===== config.mk =====
export PLATFORM = sky130hd
export DESIGN_NAME = wipd_queue
export DESIGN_NICKNAME = d
export VERILOG_FILES = /design/src/design/wipd_pkg.sv /design/src/design/wipd_queue.sv
export SDC_FILE = /design/constraint.sdc
export NUM_CORES = 1
export LEC_CHECK = 0
export BUFFER_PORTS_ARGS = -buffer_cell sky130_fd_sc_hd__buf_2
export CAP_MARGIN = 20
export CORE_ASPECT_RATIO = 1.2
export CORE_MARGIN = 4
export CORE_UTILIZATION = 30
export DETAILED_ROUTE_END_ITERATION = 8
export GPL_ROUTABILITY_DRIVEN = 0
export PLACE_DENSITY = 0.49
export SKIP_LAST_GASP = 1
export SLEW_MARGIN = 15
export SYNTH_ARGS = -nofsm -noshare
export SYNTH_HDL_FRONTEND = slang
export SYNTH_SLANG_ARGS = --single-unit

===== constraint.sdc =====
create_clock -name clk -period 5.9 [get_ports clk]
set_input_delay 0.59 -clock clk [delete_from_list [all_inputs] [get_ports clk]]
set_output_delay 0.59 -clock clk [all_outputs]
set_load 0.02 [all_outputs]

===== src/design/wipd_pkg.sv =====
`timescale 1ns / 1ps
`default_nettype none
package wipd_pkg;

	// vector length at which the component index stops counting
	localparam int MAX_DIMENSION = 1024;
	localparam int IDX_W = $clog2(MAX_DIMENSION + 1);

	// configuration port
	localparam int WCOUNT_W = 11;
	localparam int WEIGHT_W = 24;
	localparam int CFG_W = 24;
	localparam int CFG_IDX_W = 1;
	localparam logic [CFG_IDX_W-1:0] CFG_WEIGHTED_COUNT = 1'b0;
	localparam logic [CFG_IDX_W-1:0] CFG_WEIGHT = 1'b1;
	localparam logic [WCOUNT_W-1:0] WCOUNT_RESET = '0;
	localparam logic [WEIGHT_W-1:0] WEIGHT_RESET = 24'd65536;

	// operation codes
	localparam logic OP_DOT = 1'b0;
	localparam logic OP_DIST = 1'b1;

	// datapath widths
	localparam int A_W = 32;
	localparam int FRAC_W = 16;
	localparam int OPND_W = A_W + 2;
	localparam int PROD_W = 2 * OPND_W;
	localparam int TERM_W = 49;
	localparam int WSPLIT = 24;
	localparam int THI_W = TERM_W - WSPLIT;
	localparam int PHI_W = THI_W + WEIGHT_W + 1;
	localparam int PLO_W = WSPLIT + WEIGHT_W;
	localparam int WSUM_W = PHI_W + WSPLIT + 1;
	localparam int WTERM_W = 58;
	localparam int ACC_W = 48;
	localparam int SUM_W = WTERM_W + 1;

	// term queue between front and back
	localparam int QUEUE_DEPTH = 8;
	localparam int QPTR_W = $clog2(QUEUE_DEPTH);
	localparam int QCNT_W = $clog2(QUEUE_DEPTH + 1);
	localparam int PIPE_STAGES = 4;
	localparam int INFL_W = $clog2(PIPE_STAGES + 1);

	// square root unit, one root bit per cycle
	localparam int ROOT_W = ACC_W / 2;
	localparam int SQRT_STEPS = ROOT_W;
	localparam int REM_W = ROOT_W + 3;
	localparam int SCNT_W = $clog2(SQRT_STEPS);

	typedef struct packed {
		logic signed [WTERM_W-1:0] term;
		logic op;
		logic last;
	} wipd_entry_t;

endpackage
`default_nettype wire


===== src/design/wipd_queue.sv =====
`timescale 1ns / 1ps
`default_nettype none
module wipd_queue (
	input  logic                            clk,
	input  logic                            arst_n,
	input  logic                            push,
	input  wipd_pkg::wipd_entry_t           push_entry,
	input  logic                            pop,
	output logic                            head_valid,
	output wipd_pkg::wipd_entry_t           head_entry,
	output logic [wipd_pkg::QCNT_W-1:0]     count
);
	import wipd_pkg::*;

	wipd_entry_t slot_q [QUEUE_DEPTH];
	logic [QPTR_W-1:0] wr_ptr_q, rd_ptr_q;
	logic [QCNT_W-1:0] count_q;

	always_ff @(posedge clk or negedge arst_n) begin
		if (!arst_n) begin
			wr_ptr_q <= '0;
			rd_ptr_q <= '0;
			count_q <= '0;
		end else begin
			if (push) begin
				wr_ptr_q <= (wr_ptr_q == QPTR_W'(QUEUE_DEPTH - 1)) ? '0 : wr_ptr_q + 1'b1;
			end
			if (pop) begin
				rd_ptr_q <= (rd_ptr_q == QPTR_W'(QUEUE_DEPTH - 1)) ? '0 : rd_ptr_q + 1'b1;
			end
			if (push && !pop) begin
				count_q <= count_q + 1'b1;
			end else if (pop && !push) begin
				count_q <= count_q - 1'b1;
			end
		end
	end

	always_ff @(posedge clk) begin
		if (push) begin
			slot_q[wr_ptr_q] <= push_entry;
		end
	end

	assign head_valid = count_q != '0;
	assign head_entry = slot_q[rd_ptr_q];
	assign count = count_q;

	a_no_push_full: assert property (@(posedge clk) disable iff (!arst_n)
		count_q == QCNT_W'(QUEUE_DEPTH) |-> !push)
		else $error("term queue written while full");

	a_no_pop_empty: assert property (@(posedge clk) disable iff (!arst_n)
		count_q == '0 |-> !pop)
		else $error("term queue read while empty");

	a_count_up: assert property (@(posedge clk) disable iff (!arst_n)
		push && !pop |=> count_q == $past(count_q) + 1'b1)
		else $error("term queue count lost a request");

endmodule
`default_nettype wire


# ---- Yosys cells after proc, flatten, opt, wreduce, memory -nomap -nowiden
# Memories as Yosys holds them, arrays and structs flattened.
# Cells that the tools add are included.
dict set report op_classes {
  add_sub_neg 4
  n_eq_ne 2
  muxes 6
  reduce_logical 6
}
# cell count
set ops {}
lappend ops {{2-to-1 mux 4 bit} 2}
lappend ops {{adder 3 x 1 -> 3 bit (second input constant)} 2}
lappend ops {{== test 3 bit (second input constant)} 2}
lappend ops {{2-to-1 mux 3 bit} 2}
lappend ops {{adder 4 x 1 -> 4 bit (second input constant)} 1}
lappend ops {{nonzero test 4 bit} 1}
lappend ops {{subtractor 4 x 1 -> 4 bit (second input constant)} 1}
lappend ops {{logical AND 1 bit} 2}
lappend ops {{zero test 1 bit} 2}
lappend ops {{2-to-1 mux 1 bit} 2}
lappend ops {{nonzero test 2 bit} 1}
dict set report word_totals {
  regBits 10
  ram_bits 480
  n_memories 1
}
# memory words width rd rd_ports_with_merged_regs wr line
set mem_list {}
lappend mem_list {slot_q 8 60 1 0 1 wipd_queue.sv:15} ;# wipd_entry_t slot_q [QUEUE_DEPTH];

# ---- Longest topological paths before layout
dict set report logic_depth {
  ltp_word 4
  mapped_depth 7
  ltp_nobuf 7
}

# ---- Least setup slack after synthesis
# No wires, ideal clock.
dict set report synth_timing {
  path_type {input -> register}
  from {input port push}
  to {memory slot_q[0][0] (netlist name) (enable)}
  setup_time_ps 552
  arrival_ps 4767
  setup_slack_ps 582
  path_stages 2
  path_buffers 0
  cell_sequence {nand2b_1 -> nor3_1}
}
dict set report synth_via {
  elab_chain_cells 2
}
# element line
set synth_lines {}
lappend synth_lines {{from (decl)} wipd_queue.sv:6} ;# input logic push,
lappend synth_lines {{2-to-1 mux 1 bit} wipd_queue.sv:40} ;# if (push) begin
lappend synth_lines {{2-to-1 mux 1 bit (implied by the code)} wipd_queue.sv:41} ;# slot_q[wr_ptr_q] <= push_entry;
lappend synth_lines {{to (decl)} wipd_queue.sv:15}
# Every way passes these cells.

==> flow_summary_export.csv <==
group,metric,value,unit
worst_hold_path,min-delay-path-class,"primary input to register",
clocking,cts_root_buf,"clkbuf_16",
power,power.internal,7.61,mW
sta,min_period,3.71,ns
die,dieArea,0.0662,mm^2
setup_path,rrSetupSlack,3.56,ns
grt,grt_pass1_wl,60800,um
power,p_per_area,503,mW/mm^2
grt,grt_pass1_vias,9000,
finish,drive_above_1_share,0.430,
flow_run,drv_cap,0,
routing,drc,0,
setup_path,critPathCaptureType,"output pin",
synthesis,netlist_area,0.0186,mm^2
sta,drv_slew,0,
synthesis,async_flop_share,0.0204,
synthesis,syn_avg_cell_area,24.6,um^2
sta,hold_violations,0,
sta,worst_pin_slew,1.07,ns
die,io_pins,129,
power,power_switching,3.43,mW
grt,grt_max_degree,68,
place,port_buffers,128,
clocking,worstSkewPairLatency,0.57,ns
finish,area_growth,17.8,%
die,num_rows,99,
clocking,clock-sinks,490,
setup_path,worstPathRequired,5.31,ns
grt,grt_usage,0.123,
power,ir_worst_vdd,0.000273,V
die,start_util,0.305,
sta,rsz0062_at_grt,"false",
worst_hold_path,holdPathEnd,"slot_q[0][5]$_DFFE_PP_",
sta,slew_headroom,0.287,
power,p_clk_frac,0.275,
routing,dr.pass1.iters,4,
grt,antenna_found_initial,6,
setup_path,arrival,3.12,ns
place,place_area,0.0204,mm^2
setup_path,path_class,"register to output pin",
synthesis,synth_cells,759,
grt,grt_overflow,0,
synthesis,synth_cell_types,25,
routing,drtAntennaViolNets,0,
sta,setup_viol,0,
clocking,cts_tree,"built",
setup_path,r2r_cells,4,
setup_path,cp-start-kind,"register",
setup_path,rr_startpoint,"wr_ptr_q[0]$_DFFE_PN0P_",
synthesis,synth_edf_count,480,
routing,via_per_inst,4.61,
routing,drt_iter0_drc,482,
setup_path,reg2reg_to,"slot_q[6][28]$_DFFE_PP_",
die,die_y,281,um
synthesis,yosysWarningCount,0,
clocking,cts_made_buffers,51,
synthesis,synth.net_count,831,
routing,drt-wirelength-per-cell,23.0,um
sta,skew,0.0172,ns
die,die_w,236,um
sta,fmax,0.270,GHz
synthesis,synth_flop_cell,"edfxtp_1",
sta,period_share,0.628,
routing,vias,8188,
power,switching_share,0.310,
routing,routed_wl,40800,um
finish,final_common_cell,"edfxtp_1",
power,seqPwrFrac,0.426,
worst_hold_path,hold_depth,1,
clocking,cts.clk_slew.worst_paths,0.06,ns
sta,finalSetupTns,0,ns
die,core,0.0612,mm^2
finish,fin_nets,996,
place,dp_cells,1678,
finish,fin_cells,1776,
setup_path,critPathMaxFanout,67,
power,power_frac_comb,0.299,
worst_hold_path,hold_start,"push_entry[5]",
run_status,status,"completed",
synthesis,yosys_register_bits,490,
finish,final_cell_area,0.0220,mm^2
power,power_leakage,7.01,nW
power,p_total,11.0,mW
place,dpl.hpwl,21800,um
finish,final_cell_mix,"edfxtp_1 (480), buf_2 (128), mux4_2 (120), mux2_2 (65), clkbuf_16 (51)",
clocking,cts_buffer_depth,3,
synthesis,synth-seq-area-share,0.787,
clocking,h-tree-depth,2,
==> power by group through the flow <==
stage / logic, mW / clock network [mW] / registers, mW
2_1_floorplan: 2.50 / 0 / 4.58
3_3_place_gp: 3.43 / 0 / 4.78
3_5_place_dp: 3.43 / 0 / 4.80
4_1_cts: 3.45 / 3.15 / 4.72
5_1_grt: 3.58 / 3.29 / 4.76
6_report: 3.30 / 3.04 / 4.70
==> sequential cells by signal (all words and copies together), names as in the netlist <==
name      count
slot_q      480
count         4
rd_ptr_q      3
wr_ptr_q      3
==> synth_stat cells, types with 2 or more instances <==
| library cell | number | area (um^2) |
|---|---|---|
| edfxtp_1 | 480 | 14400 |
| inv_1 | 4 | 15.0 |
| buf_6 | 9 | 101 |
| mux4_2 | 120 | 2700 |
| nor2_1 | 8 | 30.0 |
| nand2_1 | 5 | 18.8 |
| nand3b_1 | 3 | 22.5 |
| mux2_2 | 65 | 732 |
| o21ai_0 | 3 | 15.0 |
| dfrtp_1 | 10 | 250 |
| xnor2_1 | 2 | 17.5 |
| a21oi_1 | 2 | 10.0 |
| nor3_1 | 3 | 15.0 |
| o211ai_1 | 2 | 15.0 |
| buf_1 | 6 | 22.5 |
| buf_2 | 5 | 25.0 |
| or4_1 | 2 | 15.0 |
| ha_1 | 7 | 87.6 |
| nand2b_1 | 2 | 12.5 |
| clkbuf_1 | 15 | 56.3 |
| nand3_1 | 2 | 10.0 |
==> critical path: stages, from the launching register on <==
cell and delay (ns):
dfrtp_4 0.82, buf_12 0.46, mux4_2 0.59, mux2_2 0.30, buf_2 0.17
==> stage by stage <==
| stage | utilization | worst slack (ns) | hold WS [ns] |
|---|---|---|---|
| after floorplan | - | 0.582 | 0.294 |
| after global placement | 0.332 | 2.72 | 0.505 |
| after detailed placement | 0.333 | 2.70 | 0.508 |
| after CTS | 0.359 | 2.07 | 0.224 |
| after global routing | 0.359 | 1.97 | 0.247 |
| final | 0.359 | 2.19 | 0.271 |
==> per-layer routing <==
layer / global-route usage / routed length (um)
met1: 0.157 / 17400
met2: 0.213 / 20900
met3: 0.0259 / 1670
met4: 0.0352 / 872
met5: 0 / 21
==> final cells by class <==
class / count / area, um^2
fill: 5716 / 39200
antenna: 4 / 10.0
timing repair buffer: 147 / 868
tap: 808 / 1010
sequential: 490 / 14700
clock inverter: 31 / 240
multi-input combinational: 230 / 3810
inverter: 4 / 15.0
clock buffer: 62 / 1330
==> cells by family after synthesis <==
| kind of cell | count (synthesis) | share of synthesized area |
|---|---|---|
| buffers and inverters | 39 | 0.0118 |
| muxes | 186 | 0.185 |
| adders and majority gates | 8 | 0.00577 |
| and+or+nand+nor | 26 | 0.00698 |
| xor gates and xnor gates | 2 | 0.000940 |
| DFF | 490 | 0.787 |
| AOI/OAI and AO/OA | 8 | 0.00275 |
==> worst max-delay path by stage <==
stage / start / slack, ns / endpoint / cells past startpoint
2_1_floorplan: push / 0.58 / slot_q[0][0]$_DFFE_PP_ / 2
4_1_cts: rd_ptr_q[0]$_DFFE_PN0P_ / 2.07 / head_entry[7] / 4
5_1_grt: rd_ptr_q[0]$_DFFE_PN0P_ / 1.97 / head_entry[33] / 4
3_3_place_gp: rd_ptr_q[0]$_DFFE_PN0P_ / 2.72 / head_entry[39] / 4
6_report: rd_ptr_q[0]$_DFFE_PN0P_ / 2.19 / head_entry[36] / 4
3_5_place_dp: rd_ptr_q[0]$_DFFE_PN0P_ / 2.70 / head_entry[7] / 4
==> repair_timing <==
action                    4_1_cts  5_1_grt
setup buffers                   0        0
hold buffers                    1        0
hold endpoints to repair       10        0
gates resized for setup         0        0
Note: power is estimated with default switching activity, not from simulation.
