[config.mk]
export PLATFORM = sky130hd
export DESIGN_NAME = wipd_back
export DESIGN_NICKNAME = d
export VERILOG_FILES = /design/src/design/wipd_pkg.sv /design/src/design/wipd_back.sv
export SDC_FILE = /design/constraint.sdc
export NUM_CORES = 1
export LEC_CHECK = 0
export BUFFER_PORTS_ARGS = -buffer_cell sky130_fd_sc_hd__buf_2
export CORE_UTILIZATION = 40
export CTS_CLUSTER_SIZE = 40
export DETAILED_ROUTE_END_ITERATION = 8
export PLACE_DENSITY_LB_ADDON = 0.1
export SKIP_LAST_GASP = 1
export SLEW_MARGIN = 20
export SYNTH_ARGS = -nofsm -noshare
export SYNTH_HDL_FRONTEND = slang
export SYNTH_SLANG_ARGS = --single-unit
[constraint.sdc]
create_clock -name clk -period 12.6 [get_ports clk]
set_input_delay 1.89 -clock clk [delete_from_list [all_inputs] [get_ports clk]]
set_output_delay 1.89 -clock clk [all_outputs]
set_load 0.01 [all_outputs]
[src/design/wipd_pkg.sv]
`timescale 1ns / 1ps
`default_nettype none
package wipd_pkg;

	// vector length at which the component index stops counting
	localparam int MAX_DIMENSION = 1024;
	localparam int IDX_W = $clog2(MAX_DIMENSION + 1);

	// configuration port
	localparam int WCOUNT_W = 11;
	localparam int WEIGHT_W = 24;
	localparam int CFG_W = 24;
	localparam int CFG_IDX_W = 1;
	localparam logic [CFG_IDX_W-1:0] CFG_WEIGHTED_COUNT = 1'b0;
	localparam logic [CFG_IDX_W-1:0] CFG_WEIGHT = 1'b1;
	localparam logic [WCOUNT_W-1:0] WCOUNT_RESET = '0;
	localparam logic [WEIGHT_W-1:0] WEIGHT_RESET = 24'd65536;

	// operation codes
	localparam logic OP_DOT = 1'b0;
	localparam logic OP_DIST = 1'b1;

	// datapath widths
	localparam int A_W = 32;
	localparam int FRAC_W = 16;
	localparam int OPND_W = A_W + 2;
	localparam int PROD_W = 2 * OPND_W;
	localparam int TERM_W = 49;
	localparam int WSPLIT = 24;
	localparam int THI_W = TERM_W - WSPLIT;
	localparam int PHI_W = THI_W + WEIGHT_W + 1;
	localparam int PLO_W = WSPLIT + WEIGHT_W;
	localparam int WSUM_W = PHI_W + WSPLIT + 1;
	localparam int WTERM_W = 58;
	localparam int ACC_W = 48;
	localparam int SUM_W = WTERM_W + 1;

	// term queue between front and back
	localparam int QUEUE_DEPTH = 8;
	localparam int QPTR_W = $clog2(QUEUE_DEPTH);
	localparam int QCNT_W = $clog2(QUEUE_DEPTH + 1);
	localparam int PIPE_STAGES = 4;
	localparam int INFL_W = $clog2(PIPE_STAGES + 1);

	// square root unit, one root bit per cycle
	localparam int ROOT_W = ACC_W / 2;
	localparam int SQRT_STEPS = ROOT_W;
	localparam int REM_W = ROOT_W + 3;
	localparam int SCNT_W = $clog2(SQRT_STEPS);

	typedef struct packed {
		logic signed [WTERM_W-1:0] term;
		logic op;
		logic last;
	} wipd_entry_t;

endpackage
`default_nettype wire

[src/design/wipd_back.sv]
`timescale 1ns / 1ps
`default_nettype none
module wipd_back (
	input  logic                                clk,
	input  logic                                arst_n,
	input  logic                                head_valid,
	input  wipd_pkg::wipd_entry_t               head_entry,
	output logic                                pop,
	output logic                                out_valid,
	input  logic                                out_stall,
	output logic signed [wipd_pkg::ACC_W-1:0]   result_value,
	output logic                                overflow
);
	import wipd_pkg::*;

	localparam logic [1:0] ST_RUN = 2'd0;
	localparam logic [1:0] ST_SQRT = 2'd1;
	localparam logic [1:0] ST_DONE = 2'd2;

	logic [1:0] state_q;
	logic signed [ACC_W-1:0] acc_q;
	logic sat_q;
	logic out_valid_q;
	logic [SCNT_W-1:0] cnt_q;

	logic [ACC_W-1:0] result_q;
	logic ovf_q;
	logic [ACC_W-1:0] rad_q;
	logic [REM_W-1:0] rem_q;
	logic [ROOT_W-1:0] root_q;
	logic sqrt_ovf_q;

	logic out_free;
	logic [SUM_W-1:0] sum_full;
	logic clamp_hi, clamp_lo;
	logic [ACC_W-1:0] sum_c;
	logic sat_next;
	logic [REM_W-1:0] rem_shift, trial, rem_next;
	logic ge;
	logic [ROOT_W-1:0] root_next;

	assign out_free = !out_valid_q || !out_stall;

	assign sum_full = {{(SUM_W - ACC_W){acc_q[ACC_W-1]}}, acc_q}
		+ {head_entry.term[WTERM_W-1], head_entry.term};

	// the sum fits the accumulator when all bits above its sign agree
	assign clamp_hi = !sum_full[SUM_W-1] && (|sum_full[SUM_W-2:ACC_W-1]);
	assign clamp_lo = sum_full[SUM_W-1] && !(&sum_full[SUM_W-2:ACC_W-1]);
	always_comb begin
		if (clamp_hi) begin
			sum_c = {1'b0, {(ACC_W - 1){1'b1}}};
		end else if (clamp_lo) begin
			sum_c = {1'b1, {(ACC_W - 1){1'b0}}};
		end else begin
			sum_c = sum_full[ACC_W-1:0];
		end
	end
	assign sat_next = sat_q || clamp_hi || clamp_lo;

	// a distance result waits for the root, so it does not need the output slot yet
	always_comb begin
		pop = 1'b0;
		if (state_q == ST_RUN && head_valid) begin
			pop = !head_entry.last || head_entry.op == OP_DIST || out_free;
		end
	end

	// restoring square root, two radicand bits per step
	assign rem_shift = {rem_q[REM_W-3:0], rad_q[ACC_W-1:ACC_W-2]};
	assign trial = {1'b0, root_q, 2'b01};
	assign ge = rem_shift >= trial;
	assign rem_next = ge ? rem_shift - trial : rem_shift;
	assign root_next = {root_q[ROOT_W-2:0], ge};

	always_ff @(posedge clk or negedge arst_n) begin
		if (!arst_n) begin
			state_q <= ST_RUN;
			acc_q <= '0;
			sat_q <= 1'b0;
			out_valid_q <= 1'b0;
			cnt_q <= '0;
		end else begin
			if (out_valid_q && !out_stall) begin
				out_valid_q <= 1'b0;
			end
			case (state_q)
				ST_RUN: begin
					if (pop) begin
						if (head_entry.last) begin
							acc_q <= '0;
							sat_q <= 1'b0;
							if (head_entry.op == OP_DIST) begin
								state_q <= ST_SQRT;
								cnt_q <= '0;
							end else begin
								out_valid_q <= 1'b1;
							end
						end else begin
							acc_q <= sum_c;
							sat_q <= sat_next;
						end
					end
				end
				ST_SQRT: begin
					if (cnt_q == SCNT_W'(SQRT_STEPS - 1)) begin
						state_q <= ST_DONE;
					end else begin
						cnt_q <= cnt_q + 1'b1;
					end
				end
				ST_DONE: begin
					if (out_free) begin
						out_valid_q <= 1'b1;
						state_q <= ST_RUN;
					end
				end
				default: begin
					state_q <= ST_RUN;
				end
			endcase
		end
	end

	always_ff @(posedge clk) begin
		if (state_q == ST_RUN && pop && head_entry.last) begin
			if (head_entry.op == OP_DIST) begin
				rad_q <= sum_c[ACC_W-1] ? '0 : sum_c;
				rem_q <= '0;
				root_q <= '0;
				sqrt_ovf_q <= sat_next;
			end else begin
				result_q <= sum_c;
				ovf_q <= sat_next;
			end
		end
		if (state_q == ST_SQRT) begin
			rad_q <= {rad_q[ACC_W-3:0], 2'b00};
			rem_q <= rem_next;
			root_q <= root_next;
		end
		if (state_q == ST_DONE && out_free) begin
			result_q <= {{(ACC_W - ROOT_W){1'b0}}, root_q};
			ovf_q <= sqrt_ovf_q;
		end
	end

	assign out_valid = out_valid_q;
	assign result_value = result_q;
	assign overflow = ovf_q;

	a_no_pop_busy: assert property (@(posedge clk) disable iff (!arst_n)
		state_q != ST_RUN |-> !pop)
		else $error("term taken while the root unit is busy");

	a_acc_clear: assert property (@(posedge clk) disable iff (!arst_n)
		state_q == ST_SQRT |-> acc_q == '0 && !sat_q)
		else $error("accumulator not cleared after last component");

	a_sqrt_len: assert property (@(posedge clk) disable iff (!arst_n)
		state_q == ST_SQRT && cnt_q == SCNT_W'(SQRT_STEPS - 1) |=> state_q == ST_DONE)
		else $error("root unit ran past its step count");

endmodule
`default_nettype wire
# --- Word level (Yosys, flattened, before mapping) ---
# Cells that the tools add are included.
totals:
  ff_bits: 204
  input_bits: 64
  output_inout_bits: 51
  wordCells: 98
classes:
  add_sub_neg: 3
  magnitude_cmp: 1
  eq_ne: 10
  mux: 39
  bitwise_logic: 1
  reduce_logical: 31
op_table:
  columns: ["operator", "n"]
  rows:
  - ["48-bit two-way mux", 6]
  - ["24-bit two-way mux", 6]
  - ["25-bit two-way mux", 4]
  - ["48-bit by 58-bit adder with 59-bit output", 1]
  - ["47-bit two-way mux", 1]
  - ["27-bit by 26-bit >= comparator with 1-bit output", 1]
  - ["25-bit subtractor", 1]
  - ["5-bit two-way mux", 4]
  - ["2-bit inequality test (second input constant)", 6]
  - ["11-bit AND reduction", 1]
  - ["11-bit OR reduction", 1]
  - ["1-bit two-way mux", 10]
  - ["2-bit two-way mux", 5]
  - ["5-bit case mux with 2 select lines", 1]
  - ["2-bit AND reduction", 5]
  - ["5-bit AND reduction", 2]
  - ["2-bit nonzero test", 4]
  - ["1-bit logical AND", 7]
  - ["2-bit case mux with 3 select lines", 1]
  - ["5-bit by 1-bit adder with 5-bit output (second input constant)", 1]
  - ["5-bit equality test (second input constant)", 1]
  - ["1-bit logical NOT", 5]
  - ["1-bit logical OR", 5]
  - ["2-bit by 1-bit equality test with 1-bit output (second input constant)", 1]
  - ["5 further kinds", 5]

# --- Logic depth before layout (Yosys ltp) ---
depth:
  depth_word: 10
  depth_mapped: 17
  ltp_nobuf: 15

# --- Worst setup path before layout ---
# OpenSTA, ideal clock, no wires.
synth_timing:
  kind: "input to register"
  startpoint: "in head_entry[2] in the netlist's numbering"
  endpoint: "reg result_q[10] (netlist: result_value[10]), data pin"
  setup_ns: 0.283
  t_arrival_ns: 5.167
  t_required_ns: 12.317
  path_slack_ns: 7.150
  stages: 16
  path_buffers: 2
  cell_sequence: "ha_1 > inv_1 > fa_1 > nand2b_1 > a21oi_1 > o2111ai_1 > nand4b_1 > a21oi_1 > o41ai_1 > xor2_1 > or3_1 > clkbuf_1 > nor3_2 > or3_1 > buf_1 > o311ai_0"
synth_between:
  elab_chain_cells: 9
  word_cells_on_any_way: 12
  classes_between: "1 x add/sub; 5 x mux; 6 x reduce/logical"
synth_lines:
  columns: ["item", "line", "rtl"]
  rows:
  - ["start, declared", "wipd_back.sv:7", "input wipd_pkg::wipd_entry_t head_entry,"]
  - ["48-bit by 58-bit adder with 59-bit output (*)", "wipd_back.sv:45", "+ {head_entry.term[WTERM_W-1], head_entry.term};"]
  - ["11-bit AND reduction", "wipd_back.sv:49", "assign clamp_lo = sum_full[SUM_W-1] && !(&sum_full[SUM_W-2:ACC_W-1]);"]
  - ["1-bit logical NOT", "wipd_back.sv:49", null]
  - ["1-bit logical AND", "wipd_back.sv:49", null]
  - ["48-bit two-way mux", "wipd_back.sv:53", "end else if (clamp_lo) begin"]
  - ["48-bit two-way mux (*)", "wipd_back.sv:51", "if (clamp_hi) begin"]
  - ["24-bit two-way mux (*)", "wipd_back.sv:127", "if (head_entry.op == OP_DIST) begin"]
  - ["24-bit two-way mux (*)", "wipd_back.sv:126", "if (state_q == ST_RUN && pop && head_entry.last) begin"]
  - ["24-bit two-way mux (*)", "wipd_back.sv:142", "if (state_q == ST_DONE && out_free) begin"]
  - ["end signal, assigned", "wipd_back.sv:133", "result_q <= sum_c;"]
  - ["end signal, assigned", "wipd_back.sv:143", "result_q <= {{(ACC_W - ROOT_W){1'b0}}, root_q};"]
  - ["end, declared", "wipd_back.sv:26", "logic [ACC_W-1:0] result_q;"]
# Mark *: on every way between the ends. The rest lies on a longest branch, timed or not. The select of a mux whose other input is x is not followed.
# A chain may end at the register's enable or synchronous reset.

# --- Final worst setup path ---
layout_timing:
  startpoint: "in head_entry[51] in the netlist's numbering"
  endpoint: "reg result_q[3] (netlist: result_value[3]), data pin"
# The elaborated chain is that of the path after synthesis.

==> out/metrics.yaml <==
timing:
  rsz0062_at_grt: "false"
  fmax_ghz: 0.156
  worst_clock_skew_ns: 0.0279
  tns_ns: 0
  slew_headroom_pct: 23.0
  whs_ns: 0.448
  slew_viol_final: 0
  hold_viol_final: 0
  finalCritPeriodShare_pct: 50.9
  worst_pin_slew_ns: 1.15
  layout_min_cycle_time_ns: 6.41
  finalSetupViolations: 0
detailed_routing:
  num_vias: 11700
  drt_pre_antenna_iters: 7
  drt-initial-drc-count: 1005
  wl_mm: 41.6
  detail-route-antenna-nets: 0
  drc: 0
  avgRoutedWirePerCell_um: 20.7
  vias_per_cell: 5.82
logic_synthesis:
  yosysSeqAreaShare_pct: 41.3
  synth_nets: 1620
  yosysMostFrequentCell: "nand2_1"
  async_flop_share_pct: 27.9
  dominantRegCellSynth: "edfxtp_1"
  ys_types: 81
  synthTopCellsByArea: "edfxtp_1 27%, dfrtp_1 11%, ha_1 7.9%"
  synth_edf_count: 121
  avgSynthCellArea_sq_um: 9.19
  syn_area_sq_mm: 0.0135
  ys_ff_latch: 204
  synth_top_area_share_pct: 26.9
  ys_top_cells_by_count: "163 x nand2_1, 139 x nor2_1, 127 x a21oi_1, 121 x edfxtp_1, 85 x ha_1"
  syn_inst: 1470
  ys_warn_count: 0
  synth_largest_area_cell: "edfxtp_1"
critical_path:
  critPathMaxStageDelay_ns: 0.64
  cp_num_buf_inv: 2
  ff2ff_setup_slack_ns: 6.92
  cpMostUsedCell: "nand2_1"
  cp_top_family: "simple AND/OR/NAND/NOR gates"
  critPathSlowestCell: "nand4_1"
  path_max_fanout: 36
  cp_data_arrival_time_ns: 6.64
  crit_start: "head_entry[51]"
  critPathKind: "input pin to register"
  worstSetupStartpointType: "input pin"
  reg2reg_from: "acc_q[47]$_DFFE_PN0P_"
  required_ns: 12.83
  reg2reg_depth: 13
  path_cells: "buf_2 > ha_1 > nand2_1 > nor4_4 > nand2_1 > nor4_1 > o2111ai_1 > a31o_2 > a221oi_1 > nand4_1 > nor3_4 > buf_4 > or3_1 > o311ai_0"
  reg2reg_to: "result_value[3]$_DFFE_PP_"
  crit_path_end_kind: "register"
clock_network:
  htreeDepth: 1
  hold_buffers: 0
  clock-sinks: 204
  ctsResizeCount: 0
  cts_buffer_depth: 3
  cts_buffers: 25
  cts_setup_buffers: 0
  clk_pin_slew_ns: 0.06
  clk_latency_ns: 0.54
  cts_root_buf: "clkbuf_16"
  cts_tree: "yes"
min_path:
  min_from: "result_value[41]$_SDFFE_PP0P_"
  min_path_type: "register to register"
  holdPathStages: 2
  whs_endpoint: "result_value[41]$_SDFFE_PP0P_"
place:
  gp_congestion: 0.930
  numPortBuffers: 114
  dp.final_hpwl_mm: 31.4
cells_and_area:
  final_nets: 1693
  area_growth_pct: 13.2
  utilization_pct: 46.5
  diodes: 0
  drive_above_1_share_pct: 12.7
die:
  die_w_um: 186
  rows: 66
  dieHeight_um: 186
  core_sq_mm: 0.0329
  dieArea_sq_mm: 0.0345
  initial_utilization_pct: 41.1
  num_io_pins: 115
global_route:
  grt_pass1_wl_mm: 63.9
  antenna_found_initial: 0
  grt_overflow: 0
  grt_start_max_net_pins: 64
  grt.total_usage_pct: 24.1
  grt_pass1_vias: 11200
pwr:
  p_per_area_mw_per_mm2: 315
  vdd_ir_drop_max_uv: 152
  leakage_nw: 6.36
job:
  cap_violations: 0
run_status:
  status: "completed"
## final cells by class
cell class                 count  area [sq um]
fill                        3232         17600
timing repair buffer         128           688
tap                          442           553
clock inverter                 8           104
inverter                      83           312
sequential                   204          5580
multi-input combinational   1101          7310
clock buffer                  38           749
## placed cells by master (no fill, tap or decap), types with 7 or more instances in the layout
| master | count |
|---|---|
| mux2i_1 | 8 |
| xor2_1 | 31 |
| xnor2_1 | 37 |
| nor3_1 | 13 |
| nand4_1 | 28 |
| nand3_1 | 24 |
| inv_1 | 82 |
| a22o_1 | 25 |
| o211ai_1 | 10 |
| nand2b_1 | 16 |
| nor4_1 | 19 |
| or2_2 | 7 |
| o21ai_1 | 10 |
| and3_1 | 9 |
| a21oi_1 | 125 |
| buf_4 | 13 |
| nand2_1 | 162 |
| nor2b_1 | 11 |
| o21bai_1 | 16 |
| o31ai_1 | 8 |
| or3_1 | 11 |
| o21a_1 | 9 |
| dfrtp_1 | 57 |
| dfxtp_1 | 26 |
| clkbuf_16 | 26 |
| a211oi_1 | 11 |
| a221o_1 | 61 |
| edfxtp_1 | 121 |
| o311ai_0 | 23 |
| buf_2 | 114 |
| a21o_1 | 26 |
| o21ai_0 | 82 |
| nor2_1 | 139 |
| a31oi_1 | 7 |
| ha_1 | 85 |
## kinds of logic after synthesis
| family | count (synthesis) | share of synthesized area [%] |
|---|---|---|
| and+or+nand+nor | 467 | 16.1 |
| AOI/OAI and AO/OA | 469 | 24.3 |
| DFF | 204 | 41.3 |
| muxes | 11 | 0.843 |
| adders and majority gates | 86 | 8.02 |
| buffers and inverters | 165 | 5.00 |
| xor gates and xnor gates | 68 | 4.41 |
## per-layer routing
| metal | GRT usage [%] | up-vias | wire length [um] | share of wire, % |
|---|---|---|---|---|
| met4 | 6.75 | 0 | 1130 | 2.7 |
| met1 | 34.1 | 5601 | 19400 | 47 |
| met5 | 0 | - | 0 | 0 |
| met2 | 37.9 | 380 | 18700 | 45 |
| li1 | - | 5632 | - | - |
| met3 | 3.72 | 55 | 2360 | 5.7 |
## registers in the layout, indices dropped and copies added, names as in the netlist
name / flops
root_q: 24
acc_q: 48
sat_q: 1
out_valid: 1
overflow: 1
cnt_q: 5
rad_q: 48
sqrt_ovf_q: 1
result_value: 48
state_q: 2
rem_q: 25
## power by group
part	switching [mW]	total (mW)	leakage, nW	internal, mW
logic	1.78	2.79	3.77	1.01
clock network	0.295	0.748	0.417	0.453
registers	0.163	1.29	2.17	1.12
## how the worst max path moves through the flow
stage	to	slack (ns)	cells after the start
after floorplan	result_value[10]$_DFFE_PP_	7.15	16
after global placement	result_value[12]$_DFFE_PP_	5.94	14
after detailed placement	result_value[13]$_DFFE_PP_	5.74	14
after CTS	result_value[13]$_DFFE_PP_	6.27	14
after global routing	result_value[13]$_DFFE_PP_	5.73	14
final	result_value[3]$_DFFE_PP_	6.19	14
## worst min-delay path, stage by stage (launching register included)
cell	delay [ns]
dfxtp_1	0.31
nand2_1	0.05
o21ai_1	0.05
## through the flow
| step | power (mW) | worst slack (ns) | instance area [sq um] | std cells |
|---|---|---|---|---|
| after floorplan | 3.26 | 7.15 | 13500 | 1470 |
| after global placement | 4.04 | 5.94 | 14400 | 1957 |
| after detailed placement | 4.06 | 5.74 | 14400 | 1958 |
| after CTS | 4.83 | 6.27 | 15300 | 2004 |
| after global routing | 5.19 | 5.73 | 15300 | 2004 |
| final | 4.82 | 6.19 | 15300 | 2004 |
No activity file was read; power rests on OpenSTA's default activity.
